## src/rvs_pkg.sv

```systemverilog
`timescale 1ns / 1ps
// ----------------------------------------------------------------------------
// rvs_pkg
// Shared widths, codes and types for the ride vibration statistics unit.
// ----------------------------------------------------------------------------
package rvs_pkg;

    // Sample counters saturate at 2^COUNT_BITS - 1
    localparam int COUNT_BITS = 20;
    localparam int CNT_W      = COUNT_BITS;
    localparam logic [CNT_W-1:0] COUNT_MAX = {CNT_W{1'b1}};

    // Item field widths
    localparam int OP_W    = 2;
    localparam int TIME_W  = 32;
    localparam int ACC_W   = 16;
    localparam int NOISE_W = 11;
    localparam int TEMP_W  = 12;
    localparam int HUMI_W  = 11;
    localparam int THR_W   = 16;

    // Running sums
    localparam int NOISE_SUM_W = NOISE_W + CNT_W;
    localparam int HUMI_SUM_W  = HUMI_W + CNT_W;
    localparam int TEMP_SUM_W  = TEMP_W + CNT_W + 1;
    localparam int MAG_W       = (TEMP_SUM_W > NOISE_SUM_W) ?
                                 ((TEMP_SUM_W > HUMI_SUM_W) ? TEMP_SUM_W : HUMI_SUM_W) :
                                 ((NOISE_SUM_W > HUMI_SUM_W) ? NOISE_SUM_W : HUMI_SUM_W);

    // Rounding divider: (2*sum + n) / (2*n)
    localparam int DIV_NUM_W = MAG_W + 1;
    localparam int DIV_DEN_W = CNT_W + 1;
    localparam int DIV_CNT_W = $clog2(DIV_NUM_W + 1);

    // Configuration port
    localparam int CFG_IDX_W  = 2;
    localparam int CFG_DATA_W = 16;

    typedef logic [CFG_IDX_W-1:0] t_cfg_idx;
    localparam t_cfg_idx CFG_THRESHOLD    = 2'd0;
    localparam t_cfg_idx CFG_DEFAULT_TEMP = 2'd1;
    localparam t_cfg_idx CFG_DEFAULT_HUMI = 2'd2;

    localparam logic [THR_W-1:0]         THRESHOLD_RESET    = 16'd128;
    localparam logic signed [TEMP_W-1:0] DEFAULT_TEMP_RESET = 12'sd400;
    localparam logic [HUMI_W-1:0]        DEFAULT_HUMI_RESET = 11'd800;

    // Operation codes
    typedef logic [OP_W-1:0] t_op;
    localparam t_op OP_SAMPLE = 2'd0;
    localparam t_op OP_START  = 2'd1;
    localparam t_op OP_STOP   = 2'd2;

    typedef enum logic [1:0] {
        DIV_NOISE,
        DIV_TEMP,
        DIV_HUMI
    } t_div_sel;

    typedef enum logic [2:0] {
        ST_IDLE,
        ST_APPLY,
        ST_DIV_START,
        ST_DIV_WAIT,
        ST_REPORT
    } t_state;

    // Controller to datapath
    typedef struct packed {
        logic     capture;
        logic     apply;
        logic     div_start;
        t_div_sel div_sel;
        logic     save_quo;
        logic     load_out;
    } t_dp_cmd;

    // Datapath to controller
    typedef struct packed {
        t_op  op;
        logic div_done;
    } t_dp_stat;

endpackage

```

## src/rvs_if.sv

```systemverilog
`timescale 1ns / 1ps
// ----------------------------------------------------------------------------
// rvs_in_if / rvs_out_if
// Valid/ready channels for input items and report items.
// ----------------------------------------------------------------------------
interface rvs_in_if;
    logic                                 valid;
    logic                                 ready;
    logic [rvs_pkg::OP_W-1:0]             operation;
    logic [rvs_pkg::TIME_W-1:0]           time_ms;
    logic signed [rvs_pkg::ACC_W-1:0]     accel_vertical;
    logic                                 noise_valid;
    logic [rvs_pkg::NOISE_W-1:0]          noise_level;
    logic signed [rvs_pkg::TEMP_W-1:0]    temperature;
    logic [rvs_pkg::HUMI_W-1:0]           humidity;

    modport source (
        output valid, operation, time_ms, accel_vertical, noise_valid,
               noise_level, temperature, humidity,
        input  ready
    );
    modport sink (
        input  valid, operation, time_ms, accel_vertical, noise_valid,
               noise_level, temperature, humidity,
        output ready
    );
endinterface

interface rvs_out_if;
    logic                                 valid;
    logic                                 ready;
    logic [rvs_pkg::ACC_W-1:0]            peak_deviation;
    logic [rvs_pkg::ACC_W-1:0]            peak_jerk;
    logic [rvs_pkg::TIME_W-1:0]           longest_shock_ms;
    logic [rvs_pkg::NOISE_W-1:0]          mean_noise;
    logic signed [rvs_pkg::TEMP_W-1:0]    mean_temperature;
    logic [rvs_pkg::HUMI_W-1:0]           mean_humidity;

    modport source (
        output valid, peak_deviation, peak_jerk, longest_shock_ms, mean_noise,
               mean_temperature, mean_humidity,
        input  ready
    );
    modport sink (
        input  valid, peak_deviation, peak_jerk, longest_shock_ms, mean_noise,
               mean_temperature, mean_humidity,
        output ready
    );
endinterface

```

## src/rvs_div.sv

```systemverilog
`timescale 1ns / 1ps
// ----------------------------------------------------------------------------
// rvs_div
// Restoring divider, one quotient bit per cycle.
// ----------------------------------------------------------------------------
module rvs_div (
    input  logic                          i_clk,
    input  logic                          i_rst_n,
    input  logic                          i_start,
    input  logic [rvs_pkg::DIV_NUM_W-1:0] i_num,
    input  logic [rvs_pkg::DIV_DEN_W-1:0] i_den,
    output logic                          o_done,
    output logic [rvs_pkg::DIV_NUM_W-1:0] o_quo
);

    localparam int NW = rvs_pkg::DIV_NUM_W;
    localparam int DW = rvs_pkg::DIV_DEN_W;
    localparam int CW = rvs_pkg::DIV_CNT_W;

    logic          r_busy, n_busy;
    logic          r_done, n_done;
    logic [CW-1:0] r_cnt, n_cnt;
    logic [DW-1:0] r_rem, n_rem;
    logic [DW-1:0] r_den, n_den;
    logic [NW-1:0] r_quo, n_quo;
    logic [DW:0]   trial;
    logic          fits;

    assign trial = {r_rem, r_quo[NW-1]};
    assign fits  = (trial >= {1'b0, r_den});

    always_comb begin
        n_busy = r_busy;
        n_done = 1'b0;
        n_cnt  = r_cnt;
        n_rem  = r_rem;
        n_den  = r_den;
        n_quo  = r_quo;
        if (i_start) begin
            n_busy = 1'b1;
            n_cnt  = CW'(NW);
            n_rem  = '0;
            n_den  = i_den;
            n_quo  = i_num;
        end else if (r_busy) begin
            // shift in one numerator bit, subtract where it fits
            n_rem = fits ? DW'(trial - {1'b0, r_den}) : trial[DW-1:0];
            n_quo = {r_quo[NW-2:0], fits};
            n_cnt = r_cnt - 1'b1;
            if (r_cnt == CW'(1)) begin
                n_busy = 1'b0;
                n_done = 1'b1;
            end
        end
    end

    always_ff @(posedge i_clk) begin
        if (!i_rst_n) begin
            r_busy <= 1'b0;
            r_done <= 1'b0;
            r_cnt  <= '0;
        end else begin
            r_busy <= n_busy;
            r_done <= n_done;
            r_cnt  <= n_cnt;
        end
    end

    always_ff @(posedge i_clk) begin
        r_rem <= n_rem;
        r_den <= n_den;
        r_quo <= n_quo;
    end

    assign o_done = r_done;
    assign o_quo  = r_quo;

endmodule

```

## src/rvs_datapath.sv

```systemverilog
`timescale 1ns / 1ps
// ----------------------------------------------------------------------------
// rvs_datapath
// Run statistics, configuration registers, averaging and report register.
// ----------------------------------------------------------------------------
module rvs_datapath (
    input  logic                                i_clk,
    input  logic                                i_rst_n,
    input  rvs_pkg::t_dp_cmd                    i_cmd,
    output rvs_pkg::t_dp_stat                   o_stat,
    input  logic                                i_cfg_we,
    input  logic [rvs_pkg::CFG_IDX_W-1:0]       i_cfg_index,
    input  logic [rvs_pkg::CFG_DATA_W-1:0]      i_cfg_data,
    input  logic [rvs_pkg::OP_W-1:0]            i_operation,
    input  logic [rvs_pkg::TIME_W-1:0]          i_time_ms,
    input  logic signed [rvs_pkg::ACC_W-1:0]    i_accel_vertical,
    input  logic                                i_noise_valid,
    input  logic [rvs_pkg::NOISE_W-1:0]         i_noise_level,
    input  logic signed [rvs_pkg::TEMP_W-1:0]   i_temperature,
    input  logic [rvs_pkg::HUMI_W-1:0]          i_humidity,
    output logic [rvs_pkg::ACC_W-1:0]           o_peak_deviation,
    output logic [rvs_pkg::ACC_W-1:0]           o_peak_jerk,
    output logic [rvs_pkg::TIME_W-1:0]          o_longest_shock_ms,
    output logic [rvs_pkg::NOISE_W-1:0]         o_mean_noise,
    output logic signed [rvs_pkg::TEMP_W-1:0]   o_mean_temperature,
    output logic [rvs_pkg::HUMI_W-1:0]          o_mean_humidity
);

    localparam int AW  = rvs_pkg::ACC_W;
    localparam int TW  = rvs_pkg::TIME_W;
    localparam int CW  = rvs_pkg::CNT_W;
    localparam int NSW = rvs_pkg::NOISE_SUM_W;
    localparam int HSW = rvs_pkg::HUMI_SUM_W;
    localparam int TSW = rvs_pkg::TEMP_SUM_W;
    localparam int MW  = rvs_pkg::MAG_W;
    localparam int NUW = rvs_pkg::DIV_NUM_W;
    localparam int DEW = rvs_pkg::DIV_DEN_W;

    // captured item
    rvs_pkg::t_op                   r_op;
    logic [TW-1:0]                  r_time;
    logic [AW-1:0]                  r_accel;
    logic                           r_nvalid;
    logic [rvs_pkg::NOISE_W-1:0]    r_noise;
    logic [rvs_pkg::TEMP_W-1:0]     r_temp;
    logic [rvs_pkg::HUMI_W-1:0]     r_humi;

    // configuration
    logic [rvs_pkg::THR_W-1:0]      r_thr;
    logic [rvs_pkg::TEMP_W-1:0]     r_def_temp;
    logic [rvs_pkg::HUMI_W-1:0]     r_def_humi;

    // run statistics
    logic            r_collecting, n_collecting;
    logic [AW-1:0]   r_base, n_base;
    logic [AW-1:0]   r_prev, n_prev;
    logic            r_have_prev, n_have_prev;
    logic [AW-1:0]   r_max_dev, n_max_dev;
    logic [AW-1:0]   r_max_chg, n_max_chg;
    logic            r_shock_act, n_shock_act;
    logic [TW-1:0]   r_shock_begin, n_shock_begin;
    logic [TW-1:0]   r_max_shock, n_max_shock;
    logic [NSW-1:0]  r_noise_total, n_noise_total;
    logic [CW-1:0]   r_noise_cnt, n_noise_cnt;
    logic [TSW-1:0]  r_temp_total, n_temp_total;
    logic [HSW-1:0]  r_humi_total, n_humi_total;
    logic [CW-1:0]   r_env_cnt, n_env_cnt;

    // averages of the latest stop, then the report register
    logic [rvs_pkg::NOISE_W-1:0]    r_mean_noise;
    logic [rvs_pkg::TEMP_W-1:0]     r_mean_temp;
    logic [rvs_pkg::HUMI_W-1:0]     r_mean_humi;
    logic [AW-1:0]                  r_out_dev;
    logic [AW-1:0]                  r_out_chg;
    logic [TW-1:0]                  r_out_shock;
    logic [rvs_pkg::NOISE_W-1:0]    r_out_noise;
    logic [rvs_pkg::TEMP_W-1:0]     r_out_temp;
    logic [rvs_pkg::HUMI_W-1:0]     r_out_humi;

    logic [AW:0]       dev_diff, chg_diff;
    logic [AW-1:0]     dev_abs, chg_abs;
    logic [TW-1:0]     shock_len;
    logic              temp_neg;
    logic [MW-1:0]     temp_mag;
    logic [MW-1:0]     div_mag;
    logic [CW-1:0]     div_cnt;
    logic [NUW-1:0]    div_num;
    logic [DEW-1:0]    div_den;
    logic              div_done;
    logic [NUW-1:0]    div_quo;
    logic [rvs_pkg::TEMP_W-1:0] quo_temp;

    // absolute differences of 16 bit signed values fit 16 bits unsigned
    assign dev_diff  = {r_accel[AW-1], r_accel} - {r_base[AW-1], r_base};
    assign chg_diff  = {r_accel[AW-1], r_accel} - {r_prev[AW-1], r_prev};
    assign dev_abs   = dev_diff[AW] ? AW'(~dev_diff + 1'b1) : dev_diff[AW-1:0];
    assign chg_abs   = chg_diff[AW] ? AW'(~chg_diff + 1'b1) : chg_diff[AW-1:0];
    assign shock_len = r_time - r_shock_begin;

    always_comb begin
        n_collecting  = r_collecting;
        n_base        = r_base;
        n_prev        = r_prev;
        n_have_prev   = r_have_prev;
        n_max_dev     = r_max_dev;
        n_max_chg     = r_max_chg;
        n_shock_act   = r_shock_act;
        n_shock_begin = r_shock_begin;
        n_max_shock   = r_max_shock;
        n_noise_total = r_noise_total;
        n_noise_cnt   = r_noise_cnt;
        n_temp_total  = r_temp_total;
        n_humi_total  = r_humi_total;
        n_env_cnt     = r_env_cnt;
        if (i_cmd.apply) begin
            case (r_op)
                rvs_pkg::OP_START: begin
                    n_collecting  = 1'b1;
                    n_base        = r_accel;
                    n_prev        = '0;
                    n_have_prev   = 1'b0;
                    n_max_dev     = '0;
                    n_max_chg     = '0;
                    n_shock_act   = 1'b0;
                    n_shock_begin = '0;
                    n_max_shock   = '0;
                    n_noise_total = '0;
                    n_noise_cnt   = '0;
                    n_temp_total  = '0;
                    n_humi_total  = '0;
                    n_env_cnt     = '0;
                end
                rvs_pkg::OP_SAMPLE: begin
                    if (r_collecting) begin
                        if (dev_abs > r_max_dev) begin
                            n_max_dev = dev_abs;
                        end
                        if (r_have_prev && (chg_abs > r_max_chg)) begin
                            n_max_chg = chg_abs;
                        end
                        n_prev      = r_accel;
                        n_have_prev = 1'b1;
                        if (dev_abs > r_thr) begin
                            if (!r_shock_act) begin
                                n_shock_act   = 1'b1;
                                n_shock_begin = r_time;
                            end
                        end else if (r_shock_act) begin
                            n_shock_act = 1'b0;
                            if (shock_len > r_max_shock) begin
                                n_max_shock = shock_len;
                            end
                        end
                        if (r_nvalid && (r_noise_cnt != rvs_pkg::COUNT_MAX)) begin
                            n_noise_total = r_noise_total + NSW'(r_noise);
                            n_noise_cnt   = r_noise_cnt + 1'b1;
                        end
                        if (r_env_cnt != rvs_pkg::COUNT_MAX) begin
                            n_temp_total = r_temp_total + TSW'(signed'(r_temp));
                            n_humi_total = r_humi_total + HSW'(r_humi);
                            n_env_cnt    = r_env_cnt + 1'b1;
                        end
                    end
                end
                rvs_pkg::OP_STOP: begin
                    n_collecting = 1'b0;
                    if (r_shock_act) begin
                        n_shock_act = 1'b0;
                        if (shock_len > r_max_shock) begin
                            n_max_shock = shock_len;
                        end
                    end
                end
                default: begin
                end
            endcase
        end
    end

    // divider operand selection
    assign temp_neg = r_temp_total[TSW-1];
    assign temp_mag = temp_neg ? MW'(~r_temp_total + 1'b1) : MW'(r_temp_total);

    always_comb begin
        case (i_cmd.div_sel)
            rvs_pkg::DIV_NOISE: begin
                div_mag = MW'(r_noise_total);
                div_cnt = r_noise_cnt;
            end
            rvs_pkg::DIV_TEMP: begin
                div_mag = temp_mag;
                div_cnt = r_env_cnt;
            end
            rvs_pkg::DIV_HUMI: begin
                div_mag = MW'(r_humi_total);
                div_cnt = r_env_cnt;
            end
            default: begin
                div_mag = '0;
                div_cnt = '0;
            end
        endcase
    end

    assign div_num = {div_mag, 1'b0} + NUW'(div_cnt);
    assign div_den = {div_cnt, 1'b0};

    rvs_div u_div (
        .i_clk   (i_clk),
        .i_rst_n (i_rst_n),
        .i_start (i_cmd.div_start),
        .i_num   (div_num),
        .i_den   (div_den),
        .o_done  (div_done),
        .o_quo   (div_quo)
    );

    assign quo_temp = div_quo[rvs_pkg::TEMP_W-1:0];

    always_ff @(posedge i_clk) begin
        if (!i_rst_n) begin
            r_thr         <= rvs_pkg::THRESHOLD_RESET;
            r_def_temp    <= rvs_pkg::DEFAULT_TEMP_RESET;
            r_def_humi    <= rvs_pkg::DEFAULT_HUMI_RESET;
            r_collecting  <= 1'b0;
            r_base        <= '0;
            r_prev        <= '0;
            r_have_prev   <= 1'b0;
            r_max_dev     <= '0;
            r_max_chg     <= '0;
            r_shock_act   <= 1'b0;
            r_shock_begin <= '0;
            r_max_shock   <= '0;
            r_noise_total <= '0;
            r_noise_cnt   <= '0;
            r_temp_total  <= '0;
            r_humi_total  <= '0;
            r_env_cnt     <= '0;
        end else begin
            if (i_cfg_we) begin
                case (i_cfg_index)
                    rvs_pkg::CFG_THRESHOLD:    r_thr      <= i_cfg_data;
                    rvs_pkg::CFG_DEFAULT_TEMP: r_def_temp <= i_cfg_data[rvs_pkg::TEMP_W-1:0];
                    rvs_pkg::CFG_DEFAULT_HUMI: r_def_humi <= i_cfg_data[rvs_pkg::HUMI_W-1:0];
                    default: begin
                    end
                endcase
            end
            r_collecting  <= n_collecting;
            r_base        <= n_base;
            r_prev        <= n_prev;
            r_have_prev   <= n_have_prev;
            r_max_dev     <= n_max_dev;
            r_max_chg     <= n_max_chg;
            r_shock_act   <= n_shock_act;
            r_shock_begin <= n_shock_begin;
            r_max_shock   <= n_max_shock;
            r_noise_total <= n_noise_total;
            r_noise_cnt   <= n_noise_cnt;
            r_temp_total  <= n_temp_total;
            r_humi_total  <= n_humi_total;
            r_env_cnt     <= n_env_cnt;
        end
    end

    // payload registers: item capture, averages, report
    always_ff @(posedge i_clk) begin
        if (i_cmd.capture) begin
            r_op     <= i_operation;
            r_time   <= i_time_ms;
            r_accel  <= i_accel_vertical;
            r_nvalid <= i_noise_valid;
            r_noise  <= i_noise_level;
            r_temp   <= i_temperature;
            r_humi   <= i_humidity;
        end
        if (i_cmd.save_quo) begin
            case (i_cmd.div_sel)
                rvs_pkg::DIV_NOISE: begin
                    r_mean_noise <= (r_noise_cnt == '0) ? '0 :
                                    div_quo[rvs_pkg::NOISE_W-1:0];
                end
                rvs_pkg::DIV_TEMP: begin
                    if (r_env_cnt == '0) begin
                        r_mean_temp <= r_def_temp;
                    end else begin
                        r_mean_temp <= temp_neg ? (~quo_temp + 1'b1) : quo_temp;
                    end
                end
                rvs_pkg::DIV_HUMI: begin
                    r_mean_humi <= (r_env_cnt == '0) ? r_def_humi :
                                   div_quo[rvs_pkg::HUMI_W-1:0];
                end
                default: begin
                end
            endcase
        end
        if (i_cmd.load_out) begin
            r_out_dev   <= r_max_dev;
            r_out_chg   <= r_max_chg;
            r_out_shock <= r_max_shock;
            r_out_noise <= r_mean_noise;
            r_out_temp  <= r_mean_temp;
            r_out_humi  <= r_mean_humi;
        end
    end

    assign o_stat.op       = r_op;
    assign o_stat.div_done = div_done;

    assign o_peak_deviation   = r_out_dev;
    assign o_peak_jerk        = r_out_chg;
    assign o_longest_shock_ms = r_out_shock;
    assign o_mean_noise       = r_out_noise;
    assign o_mean_temperature = r_out_temp;
    assign o_mean_humidity    = r_out_humi;

endmodule

```

## src/rvs_ctrl.sv

```systemverilog
`timescale 1ns / 1ps
// ----------------------------------------------------------------------------
// rvs_ctrl
// Sequencer: accept, apply, three averaging divisions, report handoff.
// ----------------------------------------------------------------------------
module rvs_ctrl (
    input  logic              i_clk,
    input  logic              i_rst_n,
    input  logic              i_in_valid,
    output logic              o_in_ready,
    output logic              o_out_valid,
    input  logic              i_out_ready,
    input  rvs_pkg::t_dp_stat i_stat,
    output rvs_pkg::t_dp_cmd  o_cmd
);

    rvs_pkg::t_state   r_state, n_state;
    rvs_pkg::t_div_sel r_sel, n_sel;
    logic              r_out_valid, n_out_valid;

    always_comb begin
        n_state     = r_state;
        n_sel       = r_sel;
        o_in_ready  = 1'b0;
        o_cmd       = '0;
        o_cmd.div_sel = r_sel;
        case (r_state)
            rvs_pkg::ST_IDLE: begin
                o_in_ready = 1'b1;
                if (i_in_valid) begin
                    o_cmd.capture = 1'b1;
                    n_state       = rvs_pkg::ST_APPLY;
                end
            end
            rvs_pkg::ST_APPLY: begin
                o_cmd.apply = 1'b1;
                if (i_stat.op == rvs_pkg::OP_STOP) begin
                    n_sel   = rvs_pkg::DIV_NOISE;
                    n_state = rvs_pkg::ST_DIV_START;
                end else begin
                    n_state = rvs_pkg::ST_IDLE;
                end
            end
            rvs_pkg::ST_DIV_START: begin
                o_cmd.div_start = 1'b1;
                n_state         = rvs_pkg::ST_DIV_WAIT;
            end
            rvs_pkg::ST_DIV_WAIT: begin
                if (i_stat.div_done) begin
                    o_cmd.save_quo = 1'b1;
                    case (r_sel)
                        rvs_pkg::DIV_NOISE: begin
                            n_sel   = rvs_pkg::DIV_TEMP;
                            n_state = rvs_pkg::ST_DIV_START;
                        end
                        rvs_pkg::DIV_TEMP: begin
                            n_sel   = rvs_pkg::DIV_HUMI;
                            n_state = rvs_pkg::ST_DIV_START;
                        end
                        default: begin
                            n_state = rvs_pkg::ST_REPORT;
                        end
                    endcase
                end
            end
            rvs_pkg::ST_REPORT: begin
                // hold until the report register is free or being drained
                if (!r_out_valid || i_out_ready) begin
                    o_cmd.load_out = 1'b1;
                    n_state        = rvs_pkg::ST_IDLE;
                end
            end
            default: begin
                n_state = rvs_pkg::ST_IDLE;
            end
        endcase
    end

    always_comb begin
        n_out_valid = r_out_valid;
        if (r_out_valid && i_out_ready) begin
            n_out_valid = 1'b0;
        end
        if (o_cmd.load_out) begin
            n_out_valid = 1'b1;
        end
    end

    always_ff @(posedge i_clk) begin
        if (!i_rst_n) begin
            r_state     <= rvs_pkg::ST_IDLE;
            r_sel       <= rvs_pkg::DIV_NOISE;
            r_out_valid <= 1'b0;
        end else begin
            r_state     <= n_state;
            r_sel       <= n_sel;
            r_out_valid <= n_out_valid;
        end
    end

    assign o_out_valid = r_out_valid;

endmodule

```

## src/ride_vibration_statistics_unit.sv

```systemverilog
`timescale 1ns / 1ps
// ----------------------------------------------------------------------------
// ride_vibration_statistics_unit
// Per-run ride statistics: peaks, longest shock and environment averages.
// ----------------------------------------------------------------------------
// Usage:
//   i_item is a valid/ready input channel. Each item is a sample, a run start
//   or a run stop. Only a stop produces a report item on o_result.
//   Configuration (shock threshold, default temperature, default humidity)
//   is written through i_cfg_we / i_cfg_index / i_cfg_data while idle.
// Timing:
//   One item at a time. A start or sample passes through capture and apply,
//   and ready returns after the apply step. A stop passes through capture,
//   apply, then three rounding divisions on one shared restoring divider
//   (34 quotient bits, one per cycle), then the report load. The report
//   appears on o_result in the cycle after the load.
// Backpressure:
//   The report sits in an output register; new items are accepted while it
//   waits. A following stop holds in its report step until the old report
//   is taken.
// Reset:
//   Synchronous, active low. Clears the run and its statistics and restores
//   the configuration defaults (threshold 128, 400, 800).
// ----------------------------------------------------------------------------
module ride_vibration_statistics_unit (
    input  logic                              i_clk,
    input  logic                              i_rst_n,
    rvs_in_if.sink                            i_item,
    rvs_out_if.source                         o_result,
    input  logic                              i_cfg_we,
    input  logic [rvs_pkg::CFG_IDX_W-1:0]     i_cfg_index,
    input  logic [rvs_pkg::CFG_DATA_W-1:0]    i_cfg_data
);

    rvs_pkg::t_dp_cmd  dp_cmd;
    rvs_pkg::t_dp_stat dp_stat;
    logic              in_ready;
    logic              out_valid;

    // sequencer: owns the handshakes and the report valid flag
    rvs_ctrl u_ctrl (
        .i_clk       (i_clk),
        .i_rst_n     (i_rst_n),
        .i_in_valid  (i_item.valid),
        .o_in_ready  (in_ready),
        .o_out_valid (out_valid),
        .i_out_ready (o_result.ready),
        .i_stat      (dp_stat),
        .o_cmd       (dp_cmd)
    );

    // statistics, configuration, divider and report register
    rvs_datapath u_dp (
        .i_clk              (i_clk),
        .i_rst_n            (i_rst_n),
        .i_cmd              (dp_cmd),
        .o_stat             (dp_stat),
        .i_cfg_we           (i_cfg_we),
        .i_cfg_index        (i_cfg_index),
        .i_cfg_data         (i_cfg_data),
        .i_operation        (i_item.operation),
        .i_time_ms          (i_item.time_ms),
        .i_accel_vertical   (i_item.accel_vertical),
        .i_noise_valid      (i_item.noise_valid),
        .i_noise_level      (i_item.noise_level),
        .i_temperature      (i_item.temperature),
        .i_humidity         (i_item.humidity),
        .o_peak_deviation   (o_result.peak_deviation),
        .o_peak_jerk        (o_result.peak_jerk),
        .o_longest_shock_ms (o_result.longest_shock_ms),
        .o_mean_noise       (o_result.mean_noise),
        .o_mean_temperature (o_result.mean_temperature),
        .o_mean_humidity    (o_result.mean_humidity)
    );

    assign i_item.ready   = in_ready;
    assign o_result.valid = out_valid;

endmodule
```

## src/flat_wrapper.sv

```systemverilog
// flat-port wrapper written by rule: the top's interface ports become plain ports
module ride_vibration_statistics_unit_flat 
  (i_clk, i_rst_n, i_cfg_we, i_cfg_index, i_cfg_data, i_item_valid, i_item_operation, i_item_time_ms, i_item_accel_vertical, i_item_noise_valid, i_item_noise_level, i_item_temperature, i_item_humidity, i_item_ready, o_result_valid, o_result_peak_deviation, o_result_peak_jerk, o_result_longest_shock_ms, o_result_mean_noise, o_result_mean_temperature, o_result_mean_humidity, o_result_ready);
  rvs_in_if i_item_i ();
  rvs_out_if o_result_i ();
  input  logic i_clk;
  input  logic i_rst_n;
  input  logic i_cfg_we;
  input  logic [rvs_pkg::CFG_IDX_W-1:0] i_cfg_index;
  input  logic [rvs_pkg::CFG_DATA_W-1:0] i_cfg_data;
  input wire logic [$bits(i_item_i.valid)-1:0] i_item_valid;
  input wire logic [$bits(i_item_i.operation)-1:0] i_item_operation;
  input wire logic [$bits(i_item_i.time_ms)-1:0] i_item_time_ms;
  input wire logic [$bits(i_item_i.accel_vertical)-1:0] i_item_accel_vertical;
  input wire logic [$bits(i_item_i.noise_valid)-1:0] i_item_noise_valid;
  input wire logic [$bits(i_item_i.noise_level)-1:0] i_item_noise_level;
  input wire logic [$bits(i_item_i.temperature)-1:0] i_item_temperature;
  input wire logic [$bits(i_item_i.humidity)-1:0] i_item_humidity;
  output wire logic [$bits(i_item_i.ready)-1:0] i_item_ready;
  output wire logic [$bits(o_result_i.valid)-1:0] o_result_valid;
  output wire logic [$bits(o_result_i.peak_deviation)-1:0] o_result_peak_deviation;
  output wire logic [$bits(o_result_i.peak_jerk)-1:0] o_result_peak_jerk;
  output wire logic [$bits(o_result_i.longest_shock_ms)-1:0] o_result_longest_shock_ms;
  output wire logic [$bits(o_result_i.mean_noise)-1:0] o_result_mean_noise;
  output wire logic [$bits(o_result_i.mean_temperature)-1:0] o_result_mean_temperature;
  output wire logic [$bits(o_result_i.mean_humidity)-1:0] o_result_mean_humidity;
  input wire logic [$bits(o_result_i.ready)-1:0] o_result_ready;
  assign i_item_i.valid = i_item_valid;
  assign i_item_i.operation = i_item_operation;
  assign i_item_i.time_ms = i_item_time_ms;
  assign i_item_i.accel_vertical = i_item_accel_vertical;
  assign i_item_i.noise_valid = i_item_noise_valid;
  assign i_item_i.noise_level = i_item_noise_level;
  assign i_item_i.temperature = i_item_temperature;
  assign i_item_i.humidity = i_item_humidity;
  assign i_item_ready = i_item_i.ready;
  assign o_result_valid = o_result_i.valid;
  assign o_result_peak_deviation = o_result_i.peak_deviation;
  assign o_result_peak_jerk = o_result_i.peak_jerk;
  assign o_result_longest_shock_ms = o_result_i.longest_shock_ms;
  assign o_result_mean_noise = o_result_i.mean_noise;
  assign o_result_mean_temperature = o_result_i.mean_temperature;
  assign o_result_mean_humidity = o_result_i.mean_humidity;
  assign o_result_i.ready = o_result_ready;
  ride_vibration_statistics_unit u_core (.i_clk(i_clk), .i_rst_n(i_rst_n), .i_item(i_item_i), .o_result(o_result_i), .i_cfg_we(i_cfg_we), .i_cfg_index(i_cfg_index), .i_cfg_data(i_cfg_data));
endmodule
```

## config.mk

```make
export PLATFORM = sky130hd
export DESIGN_NAME = ride_vibration_statistics_unit_flat
export DESIGN_NICKNAME = d
export VERILOG_FILES = /design/src/rvs_pkg.sv /design/src/rvs_if.sv /design/src/rvs_div.sv /design/src/rvs_datapath.sv /design/src/rvs_ctrl.sv /design/src/ride_vibration_statistics_unit.sv /design/src/flat_wrapper.sv
export SDC_FILE = /design/constraint.sdc
export NUM_CORES = 1
export LEC_CHECK = 0
export BUFFER_PORTS_ARGS = -buffer_cell sky130_fd_sc_hd__buf_2
export CAP_MARGIN = 5
export CORE_AREA = 5 5 212 316
export DETAILED_ROUTE_END_ITERATION = 7
export DIE_AREA = 0 0 217 321
export PLACE_DENSITY = 0.73
export SLEW_MARGIN = 40
export SYNTH_ARGS = -nofsm -noshare
export SYNTH_HDL_FRONTEND = slang
export SYNTH_HIERARCHICAL = 1
export SYNTH_SLANG_ARGS = --single-unit
```

## constraint.sdc

```tcl
create_clock -name i_clk -period 10.7 [get_ports i_clk]
set_input_delay 1.07 -clock i_clk [delete_from_list [all_inputs] [get_ports i_clk]]
set_output_delay 1.07 -clock i_clk [all_outputs]
set_load 0.01 [all_outputs]
```

==> reports/metrics.csv, run 1 <==
metric,value,unit
placed_cells,4603,
skew,0.0189,ns
min_period,6.37,ns
start_util,0.543,
cts_setup_buffers,0,
synth_nets,4080,
core.rowCount,114,
setup_violations,0,
grt_usage,0.253,
fin_crit_sh,0.596,
layout_common_cells,"340 x dfxtp_1, 325 x nor2_1, 324 x nand2_1",
cts.path.max_buffers,3,
via_count,28000,
critPathBufInv,3,
root_buffer,clkbuf_16,
final_common_cell,dfxtp_1,
synth_edf_count,272,
tightest_slew,0.875,ns
die_height,321,um
p_leak,14.8,nW
globalRouteOverflowTotal,0,
htreeDepth,2,
clkTransAtPathRegs,0.07,ns
yosys.area.top_type,edfxtp_1,
antenna_left,0,
worstSkewPairLatency,0.64,ns
ios,208,
cp_max_fo,63,
holdBufCountCts,0,
numCtsBuffers,57,
startpoint_type,register,
hpwlAfterDp,67.6,mm
final_nets,4220,
finalWeightedCongestion,0.936,
drcViolationCount,0,
wl,91.3,mm
grt_max_degree,77,
cpPeakStageDelay,0.65,ns
cts_tree,done,
tns,0,ns
dieArea,69700,um^2
syn_area,34800,um^2
core,64000,um^2
slew_headroom,0.412,
finalHoldViolations,0,
synth_cell_types,103,
worst_path_most_repeated_cell,a21oi_1,
slew_viol_final,0,
synth-main-ff-cell,dfxtp_1,
synth_area_per_cell,9.38,um^2
drtIter0Drc,1899,
ys_ff_latch,612,
cp_cell_sequence,inv_1 -> ha_1 -> inv_1 -> fa_1 -> a211oi_1 -> o21ai_0 -> a21oi_1 -> xnor2_1 -> nor4bb_1 -> nand3_1 -> o31ai_1 -> xnor2_1 -> ha_1 -> nand4_1 -> or4_1 -> a21oi_1 -> a211oi_1 -> a21oi_1 -> nand2b_1 -> a21oi_4 -> buf_4 -> nand3_1 -> a21oi_1,
antenna_found_initial,4,
ir_worst_vdd,128,uV
synthMuxAreaShare,0.0219,
critPathKind,register to register,
final_layout_size_suffix_gt1_frac,0.116,
port_buffers,207,
status,completed,
crit_path_top_delay_cell,a21oi_1,
synth_xor_area_frac,0.0667,
wl_per_cell,19.4,um
yosysWarnings,6,
syn2layout_area_growth,11.0,%
worst_ep_arrival_time,6.92,ns
grt_pass1_vias,27000,
rsz0062_at_grt,no,
synthArstFlopShare,0,
fin_cells,4714,
synth-seq-area-share,0.431,
ys_top_cells_by_area,"edfxtp_1 23%, dfxtp_1 20%, ha_1 9.1%",
die_w,217,um
cts_sinks,612,
cp-end-kind,register,
power_density,155,nW/um^2
fmax,157,MHz
synth-compound-area-share,0.171,
synthSimpleGateAreaFrac,0.168,
cp_data_required_time,11.25,ns
yosys.area.top_type_share,0.235,
syn-instance-count,3710,
crit_family,compound AO/OA/AOI/OAI gates,
cts_resized,0,
hold_class,register to register,
viasPerCell,5.93,
drv_cap,0,
grt_pass1_wl,143,mm
synth_top_family_by_area,compound AO/OA/AOI/OAI gates,
dr.pass1.iters,6,
synthAdderAreaFrac,0.0960,
==> cell usage after synthesis, types with 38 or more instances <==
master and instances:
dfxtp_1 340, nand3_1 141, a22o_1 59, nand2b_1 65
nor2b_1 38, xor2_1 117, xnor2_1 148, a21oi_1 279
ha_1 254, edfxtp_1 272, clkbuf_1 119, a21o_1 73
nand2_1 324, nand4_1 46, a22oi_1 62, nor2_1 330
o21ai_0 143, inv_1 244, nor3_1 57, mux2_2 49
==> metal layers <==
metal	up-vias	wire length, um	global-route usage	part of all wire
met1	13400	35200	0.286	0.39
met3	221	3960	0.0292	0.043
met5	-	7	0	0.000077
met4	2	4970	0.121	0.054
met2	704	47200	0.473	0.52
li1	13700	-	-	-
==> metrics by stage <==
stage | hold WS (ns) | area [um^2] | power, mW | util | setup slack [ns]
2_1_floorplan | 0.400 | 34800 | 3.51 | - | 5.53
4_1_cts | 0.419 | 38600 | 6.02 | 0.603 | 4.32
3_3_place_gp | 0.401 | 36500 | 3.74 | 0.569 | 4.48
6_report | 0.417 | 38600 | 5.98 | 0.603 | 4.33
5_1_grt | 0.425 | 38600 | 6.25 | 0.603 | 3.83
3_5_place_dp | 0.405 | 36500 | 3.76 | 0.570 | 4.40
==> final cells by class <==
type                    count  area (um^2)
fillers                  5518        25400
multi-input cells        2695        18300
flip-flops and latches    612        15000
clock buffers              69         1600
repair buffers            239         1280
well taps                 812         1020
inverters                 245          922
clock inverters            39          498
diodes                      3         7.51
==> sequential cells by signal, summed over array words and instances, names as in the netlist, 16 cells and up <==
name                            count
u_core/u_dp/o_longest_shock_ms     32
u_core/u_dp/r_thr                  16
u_core/u_dp/r_shock_begin          32
u_core/u_dp/r_humi_total           31
u_core/u_dp/r_time                 32
u_core/u_dp/r_temp_total           33
u_core/u_dp/u_div/o_quo            34
u_core/u_dp/r_accel                16
u_core/u_dp/r_noise_total          31
u_core/u_dp/r_max_chg              16
u_core/u_dp/r_noise_cnt            20
u_core/u_dp/r_base                 16
u_core/u_dp/o_peak_deviation       16
u_core/u_dp/r_prev                 16
u_core/u_dp/o_peak_jerk            16
u_core/u_dp/r_max_shock            32
u_core/u_dp/u_div/r_den            21
u_core/u_dp/r_max_dev              16
u_core/u_dp/r_env_cnt              20
u_core/u_dp/u_div/r_rem            21
==> worst paths after layout <==
kind                            depth (start not counted)                          from                      endpoint  slack (ns)
worst max-delay path                                   23        u_core/u_dp/r_accel[0]  u_core/u_dp/r_shock_begin[8]        4.33
worst min-delay path                                    0  u_core/u_dp/r_mean_noise[10]  u_core/u_dp/o_mean_noise[10]        0.42
worst max register to register                         23        u_core/u_dp/r_accel[0]  u_core/u_dp/r_shock_begin[8]        4.33
worst min register to register                          0  u_core/u_dp/r_mean_noise[10]  u_core/u_dp/o_mean_noise[10]        0.42
==> logic make-up after synthesis <==
group,count (synthesis)
buffers and inverters,403
and+or+nand+nor,1203
xor gates and xnor gates,265
AOI/OAI and AO/OA,894
DFF,612
muxes,70
adders and majority gates,262
other,1
==> where the power goes <==
group | switching (mW) | leakage [nW] | total, mW | internal, mW
combinational | 0.678 | 8.45 | 1.15 | 0.468
sequential | 0.0670 | 5.36 | 2.58 | 2.51
clock | 0.924 | 1.01 | 2.25 | 1.33
(Power assumes the default switching activity.)
==> inputs of run 2 (changes only) <==
--- a/config.mk
+++ b/config.mk
@@ -5,11 +5,12 @@
 export SDC_FILE = /design/constraint.sdc
 export NUM_CORES = 1
 export LEC_CHECK = 0
+export ABC_AREA = 1
 export BUFFER_PORTS_ARGS = -buffer_cell sky130_fd_sc_hd__buf_2
 export CAP_MARGIN = 5
-export CORE_AREA = 5 5 212 316
+export CORE_AREA = 5 5 222 332
 export DETAILED_ROUTE_END_ITERATION = 7
-export DIE_AREA = 0 0 217 321
+export DIE_AREA = 0 0 227 337
 export PLACE_DENSITY = 0.73
 export SLEW_MARGIN = 40
 export SYNTH_ARGS = -nofsm -noshare
==> constraint.sdc (replaced) <==
create_clock -name i_clk -period 6.5 [get_ports i_clk]
set_input_delay 0.65 -clock i_clk [delete_from_list [all_inputs] [get_ports i_clk]]
set_output_delay 0.65 -clock i_clk [all_outputs]
set_load 0.01 [all_outputs]
==> run 2 against run 1 <==
Largest cell class unchanged. Synthesized cell count grew 43%. Sequential share of layout area down 3.4 points. Combinational power grew 140%. Critical path type unchanged. Largest power group unchanged.
==> reports/metrics.csv, run 2 <==
metric,value,unit
min_period,5.02,ns
power_density,253,nW/um^2
syn-instance-count,5318,
final_nets,5845,
r2r_cells,30,
core,70700,um^2
synth_edf_count,272,
fmax,199,MHz
whs_path_depth,1,
clkTransAtPathRegs,0.07,ns
cts_sinks,612,
antenna_left,0,
yosys.area.top_type,edfxtp_1,
cts_resized,0,
total_power,10.7,mW
largest_reg_flops,34,
cts_setup_buffers,0,
ys_top_cells_by_area,"edfxtp_1 21%, dfxtp_1 18%, nand2_1 14%",
antenna_found_initial,1,
finish.utilization,0.598,
syn_area,38400,um^2
htreeDepth,2,
slew_viol_final,0,
core.rowCount,120,
cp_data_required_time,7.04,ns
dr.pass1.iters,6,
wl,113,mm
cp-end-kind,register,
cp_max_fo,34,
crit_family,simple AND/OR/NAND/NOR gates,
critical_path_depth,30,
grt_max_degree,83,
critPathKind,register to register,
tns,0,ns
drtIter0Drc,2427,
tightest_slew,0.808,ns
finalHoldViolations,0,
drv_cap,0,
start_util,0.544,
synth_most_common_cell,nand2_1,
dieArea,76500,um^2
yosys.area.top_type_share,0.212,
setup_violations,0,
globalRouteOverflowTotal,0,
wl_per_cell,17.5,um
startpoint_type,register,
finalWeightedCongestion,0.987,
syn2layout_area_growth,10.1,%
worstSkewPairLatency,0.66,ns
drcViolationCount,0,
skew,0.0256,ns
hold_class,primary input to register,
ys_top_cells_by_count,"1479 x nand2_1, 699 x inv_1, 493 x nor2_1",
die_w,227,um
synthArstFlopShare,0,
placed_area,40200,um^2
grt_pass1_vias,33600,
worst_path_most_repeated_cell,nand2_1,
port_buffers,207,
slew_headroom,0.461,
via_count,35500,
die_height,337,um
fin_crit_sh,0.773,
final_common_cell,nand2_1,
root_buffer,clkbuf_16,
pre_cts_ws,1.55,ns
cts_tree,done,
crit_path_top_delay_cell,nor2_4,
worst_ep_arrival_time,5.56,ns
holdBufCountCts,0,
synth_cell_types,63,
p_leak,18.6,nW
viasPerCell,5.50,
critPathBufInv,5,
cts.path.max_buffers,3,
numCtsBuffers,60,
hpwlAfterDp,86.5,mm
synth-seq-area-share,0.390,
final_layout_size_suffix_gt1_frac,0.0843,
ios,208,
grt_usage,0.286,
grt_pass1_wl,176,mm
rsz0062_at_grt,no,
yosysWarnings,6,
status,completed,
stdcell_area,42300,um^2
cpPeakStageDelay,0.59,ns
ir_worst_vdd,259,uV
layout_common_cells,"1477 x nand2_1, 697 x inv_1, 491 x nor2_1",
worst_slack,1.48,ns
synth-main-ff-cell,dfxtp_1,
ys_ff_latch,612,
synth_area_per_cell,7.23,um^2
synth_nets,5688,
run 2: cell types whose count changed in the layout (fill, tap and decap cells not counted), sizes merged, moves of 61 or more:
| cell | before | now |
|---|---|---|
| nand2b | 65 | 0 |
| xnor2 | 148 | 32 |
| o21ai | 150 | 243 |
| nor2 | 331 | 511 |
| a21oi | 282 | 474 |
| nand3 | 142 | 350 |
| inv | 249 | 726 |
| a21o | 73 | 12 |
| a22oi | 62 | 1 |
| nand2 | 324 | 1507 |
run 2: worst reg2reg max path: cells and delay by family, from the launching register on:
family	cells	cell delay (ns)
AOI/OAI and AO/OA	1	0.14
DFF	1	0.38
buffers and inverters	5	0.92
adders and majority gates	3	0.87
and+or+nand+nor	21	2.60
run 2: metal layers:
metal	vias up	GRT usage	share of wire
li1	17700	-	-
met1	16400	0.327	0.38
met2	1035	0.519	0.50
met3	314	0.0336	0.051
met4	0	0.154	0.065
met5	-	0	0
run 2: final cells by class:
| type | instances | area (um^2) |
|---|---|---|
| Sequential cell | 612 | 15000 |
| Tap cell | 915 | 1140 |
| Multi-Input combinational cell | 3840 | 20100 |
| Timing Repair Buffer | 235 | 1290 |
| Inverter | 726 | 2730 |
| Clock inverter | 25 | 282 |
| Antenna cell | 1 | 2.50 |
| Clock buffer | 89 | 1750 |
| Fill cell | 6654 | 28400 |
run 2: where the power goes:
part | total (mW) | leakage, nW | switching, mW | internal, mW
registers | 4.33 | 5.27 | 0.131 | 4.20
clock network | 3.59 | 0.984 | 1.55 | 2.04
logic | 2.77 | 12.4 | 1.83 | 0.937
run 2: per-stage QoR:
| step | hold slack, ns | cells |
|---|---|---|
| 2_1_floorplan | 0.400 | 5318 |
| 5_1_grt | 0.135 | 6443 |
| 4_1_cts | 0.121 | 6441 |
| 3_5_place_dp | 0.405 | 6327 |
| 3_3_place_gp | 0.404 | 6325 |
| 6_report | 0.161 | 6443 |
run 2: worst paths after layout:
check | startpoint | to | slack [ns]
setup / recovery | u_core/u_dp/r_accel[0] | u_core/u_dp/r_shock_begin[10] | 1.48
hold / removal | i_item_noise_level[8] | u_core/u_dp/r_noise[8] | 0.16
setup reg to reg | u_core/u_dp/r_accel[0] | u_core/u_dp/r_shock_begin[10] | 1.48
hold reg to reg | u_core/u_dp/r_mean_temp[5] | u_core/u_dp/o_mean_temperature[5] | 0.42
run 2: cell families after synthesis:
family                   share of synthesized area
other                                    0.0000975
multiplexers                              0.000586
XOR/XNOR                                    0.0237
buffers and inverters                       0.0883
AO/OA/AOI/OAI                                0.122
adder cells (fa/ha/maj)                     0.0868
flip-flops                                   0.390
AND/OR/NAND/NOR                              0.289
